File: src/sv/vpd_pkg.sv
// ----------------------------------------------------------------------------
// vpd_pkg: shared constants, types and compare functions
// Table geometry, the request and link structs that run between the control
// and the cells, and IEEE single equality on raw bit patterns.
// ----------------------------------------------------------------------------
package vpd_pkg;

  localparam int TABLE_DEPTH = 1024;
  localparam int NUM_CELLS   = 8;
  localparam int CELL_W      = $clog2(NUM_CELLS);
  localparam int ROWS        = (TABLE_DEPTH + NUM_CELLS - 1) / NUM_CELLS;
  localparam int ROW_W       = (ROWS > 1) ? $clog2(ROWS) : 1;
  localparam int CNT_W       = $clog2(TABLE_DEPTH + 1);
  localparam int IDX_W       = (TABLE_DEPTH > 1) ? $clog2(TABLE_DEPTH) : 1;
  localparam int REM_W       = (CNT_W > CELL_W + 1) ? CNT_W : CELL_W + 1;
  localparam int COMP_W      = 32;
  localparam int NUM_COMP    = 4;
  localparam int KEY_W       = COMP_W * NUM_COMP;
  localparam int OUT_IDX_W   = 10;

  localparam logic [COMP_W-2:0] INF_MAG = 31'h7F80_0000;

  // Broadcast from the control to every cell in the row.
  typedef struct packed {
    logic             rd_en;
    logic [ROW_W-1:0] rd_row;
    logic [REM_W-1:0] remaining;  // entries still to be searched, this row on
    logic             wr_en;
    logic [ROW_W-1:0] wr_row;
    logic [CELL_W-1:0] wr_lane;
  } req_t;

  // Priority link handed from one cell to the next.
  typedef struct packed {
    logic              found;
    logic [CELL_W-1:0] sel;
  } link_t;

  typedef struct packed {
    logic             is_new;
    logic             overflow;
    logic [IDX_W-1:0] index;
  } res_t;

  function automatic logic comp_eq(input logic [COMP_W-1:0] a,
                                   input logic [COMP_W-1:0] b);
    logic [COMP_W-2:0] ma;
    logic [COMP_W-2:0] mb;
    logic              eq;
    ma = a[COMP_W-2:0];
    mb = b[COMP_W-2:0];
    if (ma > INF_MAG || mb > INF_MAG) begin
      eq = 1'b0;
    end else if (ma == '0 && mb == '0) begin
      eq = 1'b1;
    end else begin
      eq = (a == b);
    end
    return eq;
  endfunction

  function automatic logic key_eq(input logic [KEY_W-1:0] a,
                                  input logic [KEY_W-1:0] b);
    logic eq;
    eq = 1'b1;
    for (int i = 0; i < NUM_COMP; i++) begin
      eq = eq & comp_eq(a[i*COMP_W +: COMP_W], b[i*COMP_W +: COMP_W]);
    end
    return eq;
  endfunction

endpackage

File: src/sv/vpd_ctrl.sv
// ----------------------------------------------------------------------------
// vpd_ctrl: search sequencer
// Holds the query and entry count, steps the cells through the stored rows,
// and decides hit, insert or overflow for each word.
// ----------------------------------------------------------------------------
module vpd_ctrl (
  input  logic                       clk,
  input  logic                       rst,
  input  logic                       in_fire,
  input  logic                       in_start,
  input  logic [vpd_pkg::KEY_W-1:0]  in_key,
  output logic                       in_ready,
  input  vpd_pkg::link_t             chain,
  input  logic                       out_free,
  output vpd_pkg::req_t              req,
  output logic [vpd_pkg::KEY_W-1:0]  key,
  output logic                       res_valid,
  output vpd_pkg::res_t              res
);

  typedef enum logic [2:0] {
    S_IDLE = 3'b001,
    S_SCAN = 3'b010,
    S_DONE = 3'b100
  } state_t;

  state_t                     state;
  logic [vpd_pkg::CNT_W-1:0]  count;
  logic [vpd_pkg::REM_W-1:0]  remaining;
  logic [vpd_pkg::ROW_W-1:0]  row;
  logic                       p1_v;
  logic                       p2_v;
  logic [vpd_pkg::ROW_W-1:0]  p1_row;
  logic [vpd_pkg::ROW_W-1:0]  p2_row;
  logic                       hit_now;
  logic                       miss_now;
  logic                       issue;
  logic                       full;
  logic [vpd_pkg::REM_W-1:0]  remaining_next;

  assign in_ready  = (state == S_IDLE);
  assign res_valid = (state == S_DONE);
  assign full      = (count == vpd_pkg::CNT_W'(vpd_pkg::TABLE_DEPTH));

  // A match shows when its row read reaches p2, the stage of the cells' hit
  // register. A miss is known when every row was read and nothing is in flight.
  assign hit_now  = (state == S_SCAN) && p2_v && chain.found;
  assign issue    = (state == S_SCAN) && !hit_now && (remaining != '0);
  assign miss_now = (state == S_SCAN) && !hit_now && (remaining == '0) && !p1_v && !p2_v;

  assign remaining_next = (remaining > vpd_pkg::REM_W'(vpd_pkg::NUM_CELLS))
                        ? remaining - vpd_pkg::REM_W'(vpd_pkg::NUM_CELLS) : '0;

  assign req.rd_en     = issue;
  assign req.rd_row    = row;
  assign req.remaining = remaining;
  assign req.wr_en     = miss_now && !full;
  assign req.wr_row    = vpd_pkg::ROW_W'(count >> vpd_pkg::CELL_W);
  assign req.wr_lane   = vpd_pkg::CELL_W'(count);

  always_ff @(posedge clk) begin
    if (rst) begin
      state <= S_IDLE;
      count <= '0;
      p1_v  <= 1'b0;
      p2_v  <= 1'b0;
    end else begin
      p1_v <= issue;
      p2_v <= p1_v;
      case (state)
        S_IDLE: begin
          if (in_fire) begin
            if (in_start) begin
              count <= '0;
            end
            state <= S_SCAN;
          end
        end
        S_SCAN: begin
          if (hit_now || miss_now) begin
            if (miss_now && !full) begin
              count <= count + 1'b1;
            end
            state <= S_DONE;
          end
        end
        S_DONE: begin
          if (out_free) begin
            state <= S_IDLE;
          end
        end
        default: begin
          state <= S_IDLE;
        end
      endcase
    end
  end

  always_ff @(posedge clk) begin
    p1_row <= row;
    p2_row <= p1_row;
    if (in_fire) begin
      key       <= in_key;
      row       <= '0;
      remaining <= in_start ? '0 : vpd_pkg::REM_W'(count);
    end else if (issue) begin
      row       <= vpd_pkg::ROW_W'(row + 1'b1);
      remaining <= remaining_next;
    end
    if (hit_now) begin
      res.is_new   <= 1'b0;
      res.overflow <= 1'b0;
      res.index    <= vpd_pkg::IDX_W'({p2_row, chain.sel});
    end else if (miss_now) begin
      res.is_new   <= !full;
      res.overflow <= full;
      res.index    <= full ? '0 : vpd_pkg::IDX_W'(count);
    end
  end

endmodule

File: config.mk
export PLATFORM = sky130hd
export DESIGN_NAME = vpd_ctrl
export DESIGN_NICKNAME = d
export VERILOG_FILES = /design/src/sv/vpd_pkg.sv /design/src/sv/vpd_ctrl.sv
export SDC_FILE = /design/constraint.sdc
export NUM_CORES = 1
export LEC_CHECK = 0
export ABC_AREA = 0
export BUFFER_PORTS_ARGS = -buffer_cell sky130_fd_sc_hd__buf_2
export CAP_MARGIN = 20
export CORE_ASPECT_RATIO = 0.75
export CORE_MARGIN = 2
export CORE_UTILIZATION = 36
export CTS_CLUSTER_SIZE = 8
export DETAILED_ROUTE_END_ITERATION = 7
export HOLD_SLACK_MARGIN = 0.02
export PLACE_DENSITY_LB_ADDON = 0.15
export RECOVER_POWER = 50
export SKIP_LAST_GASP = 1
export SLEW_MARGIN = 10
export SYNTH_ARGS = -nofsm -noshare
export SYNTH_HDL_FRONTEND = slang
export SYNTH_SLANG_ARGS = --single-unit
File: constraint.sdc
create_clock -name clk -period 4.2 [get_ports clk]
set_input_delay 0.21 -clock clk [delete_from_list [all_inputs] [get_ports clk]]
set_output_delay 0.21 -clock clk [all_outputs]
set_load 0.05 [all_outputs]
==> flow_summary.ini, run 1 <==
[outcome]
status = finished with violations
violations = capacitance limit, slew limit

[placed_design]
gp_congestion = 0.848
hpwl_mm = 13.9
dpl.cell_count = 916
io_buffers = 308

[detailed_routing]
via_per_inst = 4.62
vias = 4967
wl_per_cell_um = 18.5
drc = 0
drt_pass1_iterations = 6
drtIter0Drc = 318
ant_nets = 0
routed_wl_mm = 19.9

[finish]
antenna_cells = 0
layout.cells.most_common = buf_2
drive_above_1_share = 0.350
final-instance-count-excl-fill = 1076
seqCellArea_um2 = 5260
nets = 962
final_cell_mix = buf_2 (242), edfxtp_1 (149), dlygate4sd3_1 (128), clkbuf_1 (68), dfxtp_1 (39)
area_delta_synth_final_pct = 54.3
multi_input_area_um2 = 1080
fillCellCount = 1485

[setup_path]
crit_top_cell = clkbuf_1
endpoint_kind = register
crit_slowest_cell = clkbuf_1
slowest_delay_ns = 1.82
path_delay_family = buffers and inverters
critical_path_buf_inv_count = 2
path_class = primary input to register
crit_path_cell_trace = clkbuf_1 > clkbuf_1
crit_path_start_kind = primary input
required_ns = 4.18
worst-path-max-fanout = 47
arrival_ns = 2.96

[timing]
fin_skew_ns = 0.00953
period_share = 0.708
rsz0062_at_grt = false
worstMarginPinSlew_ns = 2.47
period_minus_slack_ns = 2.97
setup_tns_ns = 0
maxSlewViolCount = 48
hold_violations = 0
fmax_mhz = 336
setup_viol_count_final = 0
relSlewSlack = -0.645

[yosys]
ys_warn_count = 0
synth_ff_type = edfxtp_1
synth_fa_ha_area_frac = 0.00770
synthArstFlopShare = 0
synthCells = 383
ys_seq_elements = 188
synthXorXnorAreaFrac = 0.0162
synth_top_family_by_area = simple AND/OR/NAND/NOR gates
ys_types = 46
yosysSeqAreaShare = 0.809
synth_compound_area_frac = 0.0433
synth_area_um2 = 6500
synthMuxAreaShare = 0.0154
synth_edf_count = 149
avgSynthCellArea_um2 = 17.0
synth-simple-area-share = 0.0830
mappedNetlistNets = 524

[run]
cap_violations = 1

[floorplan]
core_um2 = 17700
rows = 42
die_w_um = 159
start_util = 0.368
io_pins = 309
die_h_um = 120
die_area_um2 = 19100

[clock_network]
cts_resized = 0
root_buffer = clkbuf_16
cts_tree = yes
numCtsBuffers = 17
post_cts_buffers = 0
cts.reportedPaths.clkPinSlew_ns = 0.07
cts_buffer_depth = 2
clock_sinks = 188
ctsHtreeMaxLevel = 4
hold_buffers = 128
clk_latency_ns = 0.42

[grt]
grt_pass1_wl_mm = 29.4
overflow = 0
top_usage_layer = met2
antenna_found_initial = 0
gr-usage-all-layers = 0.206
grt_pass1_vias = 5088
grt_max_degree = 76
use_met3 = 0.0614
grt_use_met1 = 0.251
met2_usage = 0.350

[pwr]
leakage_nw = 4.02
ir_drop_uv = 251
p_per_area_nw_per_um2 = 451

[min_path]
worstHoldPathType = primary input to register
per-stage QoR:
stage / power (W) / utilization / worst slack (ns) / cell area [um^2] / hold WS, ns
6_report: 0.00452 / 0.568 / 1.23 / 10000 / 0.0741
5_1_grt: 0.00468 / 0.568 / 0.986 / 10000 / 0.0701
4_1_cts: 0.00457 / 0.573 / 1.24 / 10100 / 0.0497
3_5_place_dp: 0.00287 / 0.467 / 1.40 / 8240 / 0.313
3_3_place_gp: 0.00286 / 0.467 / 1.52 / 8240 / 0.314
2_1_floorplan: 0.00265 / - / 1.55 / 6500 / 0.309
state kept, by name (all words and copies together), names as in the netlist:
| name | count |
|---|---|
| p1_row | 7 |
| p2_v | 1 |
| row | 7 |
| remaining | 11 |
| res | 12 |
| count | 11 |
| key | 128 |
| p2_row | 7 |
| p1_v | 1 |
| state | 3 |
power by group:
part,internal (W),switching (W)
clock,0.000893,0.000706
sequential,0.00213,0.0000409
combinational,0.000202,0.000544
synth_stat cells, types with 4 or more instances:
cell,instances,area share
edfxtp_1,149,0.69
dfxtp_1,39,0.12
nand2_1,22,0.013
nor2_1,14,0.0081
o21ai_0,13,0.010
buf_4,11,0.013
inv_1,11,0.0064
xnor2_1,9,0.012
clkbuf_1,8,0.0046
mux2_2,8,0.014
nand3_1,8,0.0062
a21oi_1,7,0.0054
nand4_1,7,0.0067
nor3_1,7,0.0054
o31ai_1,6,0.0069
and2_1,5,0.0048
nor4_1,5,0.0048
o211ai_1,5,0.0058
ha_1,4,0.0077
or2_2,4,0.0039
area by class of cell:
cell class,count,area share
Clock inverter,14,0.0160
Sequential cell,188,0.524
Timing Repair Buffer,439,0.275
Clock buffer,18,0.0428
Tap cell,242,0.0302
Multi-Input combinational cell,164,0.107
Inverter,11,0.00412
metal layers:
metal  share of wire  vias to the layer above
met5               0                        -
met3           0.069                       25
met4           0.021                        0
met2            0.50                      210
met1            0.41                     2417
li1                -                     2315
cell families after synthesis:
group,count (synthesis)
simple gates,96
buf+inv,31
compound gates,43
flops,188
fa+ha+maj,4
xor+xnor,12
mux,9
tightest hold or removal path, delay by kind of cell:
| family | cells | cell delay [ns] |
|---|---|---|
| AO/OA/AOI/OAI | 1 | 0.06 |
| buffers and inverters | 1 | 0.08 |
| AND/OR/NAND/NOR | 1 | 0.04 |
path summary, 6_finish.rpt:
check,from,endpoint,slack (ns),cells after the start
worst max-delay path,in_fire,key[84],1.23,2
worst min-delay path,chain[0],res[0],0.07,3
worst max register to register,remaining[8],remaining[0],1.43,5
worst min register to register,p1_row[2],p2_row[2],0.33,0
(Power assumes the default switching activity.)
==> run 2, diff against run 1 <==
- clock period: 4.2 -> 2.5 ns (I/O delays scaled with it)
==> run 2 against run 1 <==
Against the previous run: the run still ends with capacitance limit, slew limit left; register-to-register slack worse by 1.1 ns; critical path depth up 4; hold slack better by 0.047 ns; critical path type is now register to output port; critical endpoint is now req[10].
==> flow_summary.ini, run 2 (synthesis gave the netlist of run 1 again) <==
[grt]
antenna_found_initial = 0
grt_max_degree = 136
gr-usage-all-layers = 0.211
overflow = 0
grt_pass1_wl_mm = 30.0
grt_pass1_vias = 5184

[pwr]
p_per_area_nw_per_um2 = 746
leakage_nw = 4.30
ir_drop_uv = 421

[setup_path]
crit_path_start_kind = register
arrival_ns = 2.24
worst-path-max-fanout = 11
required_ns = 2.38
path_class = register to output port
endpoint_kind = output port

[floorplan]
die_h_um = 120
die_area_um2 = 19100
die_w_um = 159
core_um2 = 17700
io_pins = 309
start_util = 0.368
rows = 42

[detailed_routing]
via_per_inst = 4.61
wl_per_cell_um = 18.5
routed_wl_mm = 20.3
vias = 5070
drtIter0Drc = 397
ant_nets = 0
drc = 0
drt_pass1_iterations = 5

[clock_network]
cts_buffer_depth = 2
clk_latency_ns = 0.43
cts_tree = yes
numCtsBuffers = 17
ctsHtreeMaxLevel = 4
root_buffer = clkbuf_16
clock_sinks = 188
cts.reportedPaths.clkPinSlew_ns = 0.08

[finish]
drive_above_1_share = 0.432
area_delta_synth_final_pct = 59.0
layout.cells.most_common = buf_2
top_regs = key: 128 flops, res: 12 flops
antenna_cells = 0
top_register = key
final_cell_mix = buf_2 (296), edfxtp_1 (149), dlygate4sd3_1 (133), dfxtp_1 (39), nand2_1 (22)
nets = 985
final_area_um2 = 10300
largest_reg_flops = 128

[placed_design]
io_buffers = 308
hpwl_mm = 13.9
gp_congestion = 0.881
dpl_cell_area_um2 = 8370

[min_path]
worstHoldPathType = primary input to register

[timing]
setup_viol_count_final = 0
period_minus_slack_ns = 2.36
worstMarginPinSlew_ns = 1.91
setup_tns_ns = 0
rsz0062_at_grt = false
relSlewSlack = -0.274
hold_violations = 0
period_share = 0.946
fin_skew_ns = 0.00782
fmax_mhz = 423
maxSlewViolCount = 136

[run]
cap_violations = 1

[outcome]
status = finished with violations
violations = capacitance limit, slew limit
-- run 2: cell types whose count changed in the layout (fill, tap and decap cells not counted), sizes merged --
cell	delta
buf	+73
clkbuf	-56
clkinv	-1
dlygate4sd3	+5
inv	+2
-- run 2: worst max-delay path, cell delays in order, from the launching register on --
cell and delay (ns):
edfxtp_1 0.41, or4_1 0.61, nor4_4 0.17, buf_6 0.18, nand3_4 0.15, inv_1 0.10, buf_4 0.19
-- run 2: area by class of cell --
cell class                 count  area (um^2)
timing repair buffer         462         3020
sequential                   188         5260
fill                        1419         7330
clock inverter                15          179
multi-input combinational    164         1100
tap                          242          303
inverter                      11         41.3
clock buffer                  17          425
-- run 2: power by group --
group          switching [W]  internal [W]  total, W
Combinational       0.000919      0.000374   0.00129
Sequential         0.0000645       0.00358   0.00365
Clock                0.00125       0.00152   0.00276
-- run 2: final timing paths --
kind,cells after the start,slack (ns),end,startpoint
max,6,0.14,req[10],remaining[4]
min,4,0.12,count[3],in_start
max reg2reg,6,0.37,count[7],remaining[4]
min reg2reg,0,0.33,p2_row[3],p1_row[3]
-- run 2: what timing repair did --
item                                    4_1_cts  5_1_grt
endpoints found under the setup margin        1        1
pin swaps                                     0        1
gates resized for setup                       2        2
hold endpoints to repair                    136        0
hold buffers                                133        0
buffers inserted                              0        4
-- run 2: layer usage --
layer	share of wire	up-vias	global-route usage
met5	0	-	0
met4	0.029	0	0.0915
met3	0.073	32	0.0645
met2	0.49	242	0.348
met1	0.41	2431	0.258
li1	-	2365	-
-- run 2: per-stage QoR --
stage          worst slack (ns)  hold slack, ns  power, W  utilization  cells
3_3_place_gp              0.376           0.302   0.00482        0.474    930
4_1_cts                  0.0755           0.100   0.00776        0.584   1095
2_1_floorplan           0.00810           0.224   0.00445            -    383
3_5_place_dp              0.287           0.303   0.00483        0.474    930
5_1_grt                 0.00849           0.153   0.00798        0.585   1099
6_report                  0.135           0.121   0.00770        0.585   1099
==> run 3, diff against run 2 <==
- clock period: 2.5 -> 2.01 ns (I/O delays scaled with it)
==> run 3 against run 2 <==
Against the previous run: the run ends with setup timing left; critical endpoint unchanged; die area unchanged; global-route usage rose by 0.12 points; sequential share of layout area down 2.1 points; sequential power up 24%; clock power is 27% higher; core utilization rose by 2.5 points; clock skew increased by 0.0012 ns; count of clock-buffer cells in the layout unchanged; combinational power rose by 30%; non-clock buffer count up 33; power increased by 26%.
==> flow_summary.ini, run 3 (synthesis gave the netlist of run 1 again) <==
[timing]
fmax_mhz = 454
hold_violations = 0
period_minus_slack_ns = 2.20
relSlewSlack = 0.226
fin_skew_ns = 0.00905
maxSlewViolCount = 0
setup_ws_ns = -0.190
setup_viol_count_final = 25
rsz0062_at_grt = true
worstMarginPinSlew_ns = 1.16
period_share = 1.09
setup_tns_ns = -1.50

[detailed_routing]
via_per_inst = 4.57
ant_nets = 0
routed_wl_mm = 20.5
wl_per_cell_um = 18.1
drtIter0Drc = 435
vias = 5173
drc = 0
drt_pass1_iterations = 4

[grt]
grt_max_degree = 49
overflow = 0
grt_pass1_vias = 5222
grt_pass1_wl_mm = 30.2
antenna_found_initial = 0
gr-usage-all-layers = 0.212

[finish]
layout.cells.most_common = buf_2
fillCellCount = 1393
drive_above_1_share = 0.484
largest_reg_flops = 128
seqCellArea_um2 = 5260
top_regs = key: 128 flops, res: 12 flops
top_register = key
nets = 1019
area_delta_synth_final_pct = 65.6
antenna_cells = 0
multi_input_area_um2 = 1260
final_cell_mix = buf_2 (301), edfxtp_1 (149), dlygate4sd3_1 (133), buf_4 (45), dfxtp_1 (39)

[floorplan]
die_h_um = 120
die_area_um2 = 19100
core_um2 = 17700
die_w_um = 159
rows = 42
io_pins = 309
start_util = 0.368

[placed_design]
io_buffers = 308
hpwl_mm = 14.0
gp_congestion = 0.851

[pwr]
p_per_area_nw_per_um2 = 902
pwr-share-comb = 0.173
total_power_w = 0.00970
leakage_nw = 4.53
ir_drop_uv = 482
p_sw_w = 0.00283
clkPwrFrac = 0.360
internal-power_w = 0.00687
pwr-share-seq = 0.466
p_sw_frac = 0.292

[min_path]
worstHoldPathType = primary input to register
hold_depth = 4

[setup_path]
worst-path-max-fanout = 2
required_ns = 1.91
arrival_ns = 2.10
path_class = register to output port
ff2ff_path_depth = 7
crit_path_start_kind = register
endpoint_kind = output port

[clock_network]
cts_buffer_depth = 2
ctsHtreeMaxLevel = 4
numCtsBuffers = 17
clk_latency_ns = 0.43
clock_sinks = 188
cts_tree = yes
root_buffer = clkbuf_16
cts.reportedPaths.clkPinSlew_ns = 0.07

[outcome]
status = finished with violations
violations = setup timing

[run]
cap_violations = 0
==> run 3: cell count changes in the layout (fill, tap and decap cells not counted), moves of 3 or more <==
cell     delta
o31ai_1     -5
buf_4      +25
o31ai_2     +5
buf_2       +5
o21ai_0     -3
buf_6       +3
==> run 3: cell type report <==
class	count	area share
Sequential cell	188	0.488
Timing Repair Buffer	495	0.305
Multi-Input combinational cell	165	0.117
Clock buffer	17	0.0395
Tap cell	242	0.0281
Clock inverter	15	0.0180
Inverter	11	0.00419
==> run 3: power groups by stage <==
stage / clock network (W) / logic [W] / registers (W)
after floorplan: 0 / 0.000123 / 0.00543
after global placement: 0 / 0.00145 / 0.00459
after detailed placement: 0 / 0.00145 / 0.00460
after CTS: 0.00357 / 0.00168 / 0.00451
after global routing: 0.00371 / 0.00175 / 0.00454
final: 0.00350 / 0.00168 / 0.00452
==> run 3: final timing paths <==
path / start / endpoint / slack, ns
hold reg to reg: p1_row[5] / p2_row[5] / 0.33
setup reg to reg: remaining[10] / count[9] / -0.15
setup / recovery: remaining[10] / req[10] / -0.19
hold / removal: in_start / count[3] / 0.14
==> run 3: routing by layer <==
metal | GRT usage | routed length (um)
met3 | 0.0659 | 1680
met5 | 0 | 0
met2 | 0.361 | 10100
met1 | 0.248 | 8000
met4 | 0.0943 | 696
==> run 3: per-stage QoR <==
step | util | cell area [um^2] | instances | setup WS, ns | hold WS [ns]
after detailed placement | 0.489 | 8640 | 955 | -0.151 | 0.279
after CTS | 0.605 | 10700 | 1127 | -0.165 | 0.0937
final | 0.609 | 10800 | 1133 | -0.190 | 0.138
after floorplan | - | 6590 | 383 | -0.402 | 0.199
after global routing | 0.609 | 10800 | 1133 | -0.288 | 0.129
after global placement | 0.489 | 8640 | 955 | -0.0665 | 0.277
==> run 3: critical path, cell delays in order, from the launching register on <==
cell        delay (ns)
edfxtp_1          0.40
or3_4             0.44
nor4_4            0.27
buf_4             0.16
nand3_2           0.06
buf_6             0.14
clkinvlp_4        0.06
buf_8             0.13
==> run 3: what timing repair did <==
| item | 4_1_cts | 5_1_grt |
|---|---|---|
| hold buffers | 133 | 0 |
| endpoints found under the setup margin | 22 | 37 |
| endpoints found under the hold margin | 136 | 0 |
| pin swaps | 8 | 3 |
| cloned | 0 | 1 |
| setup buffers | 7 | 5 |
| resized for setup | 11 | 11 |
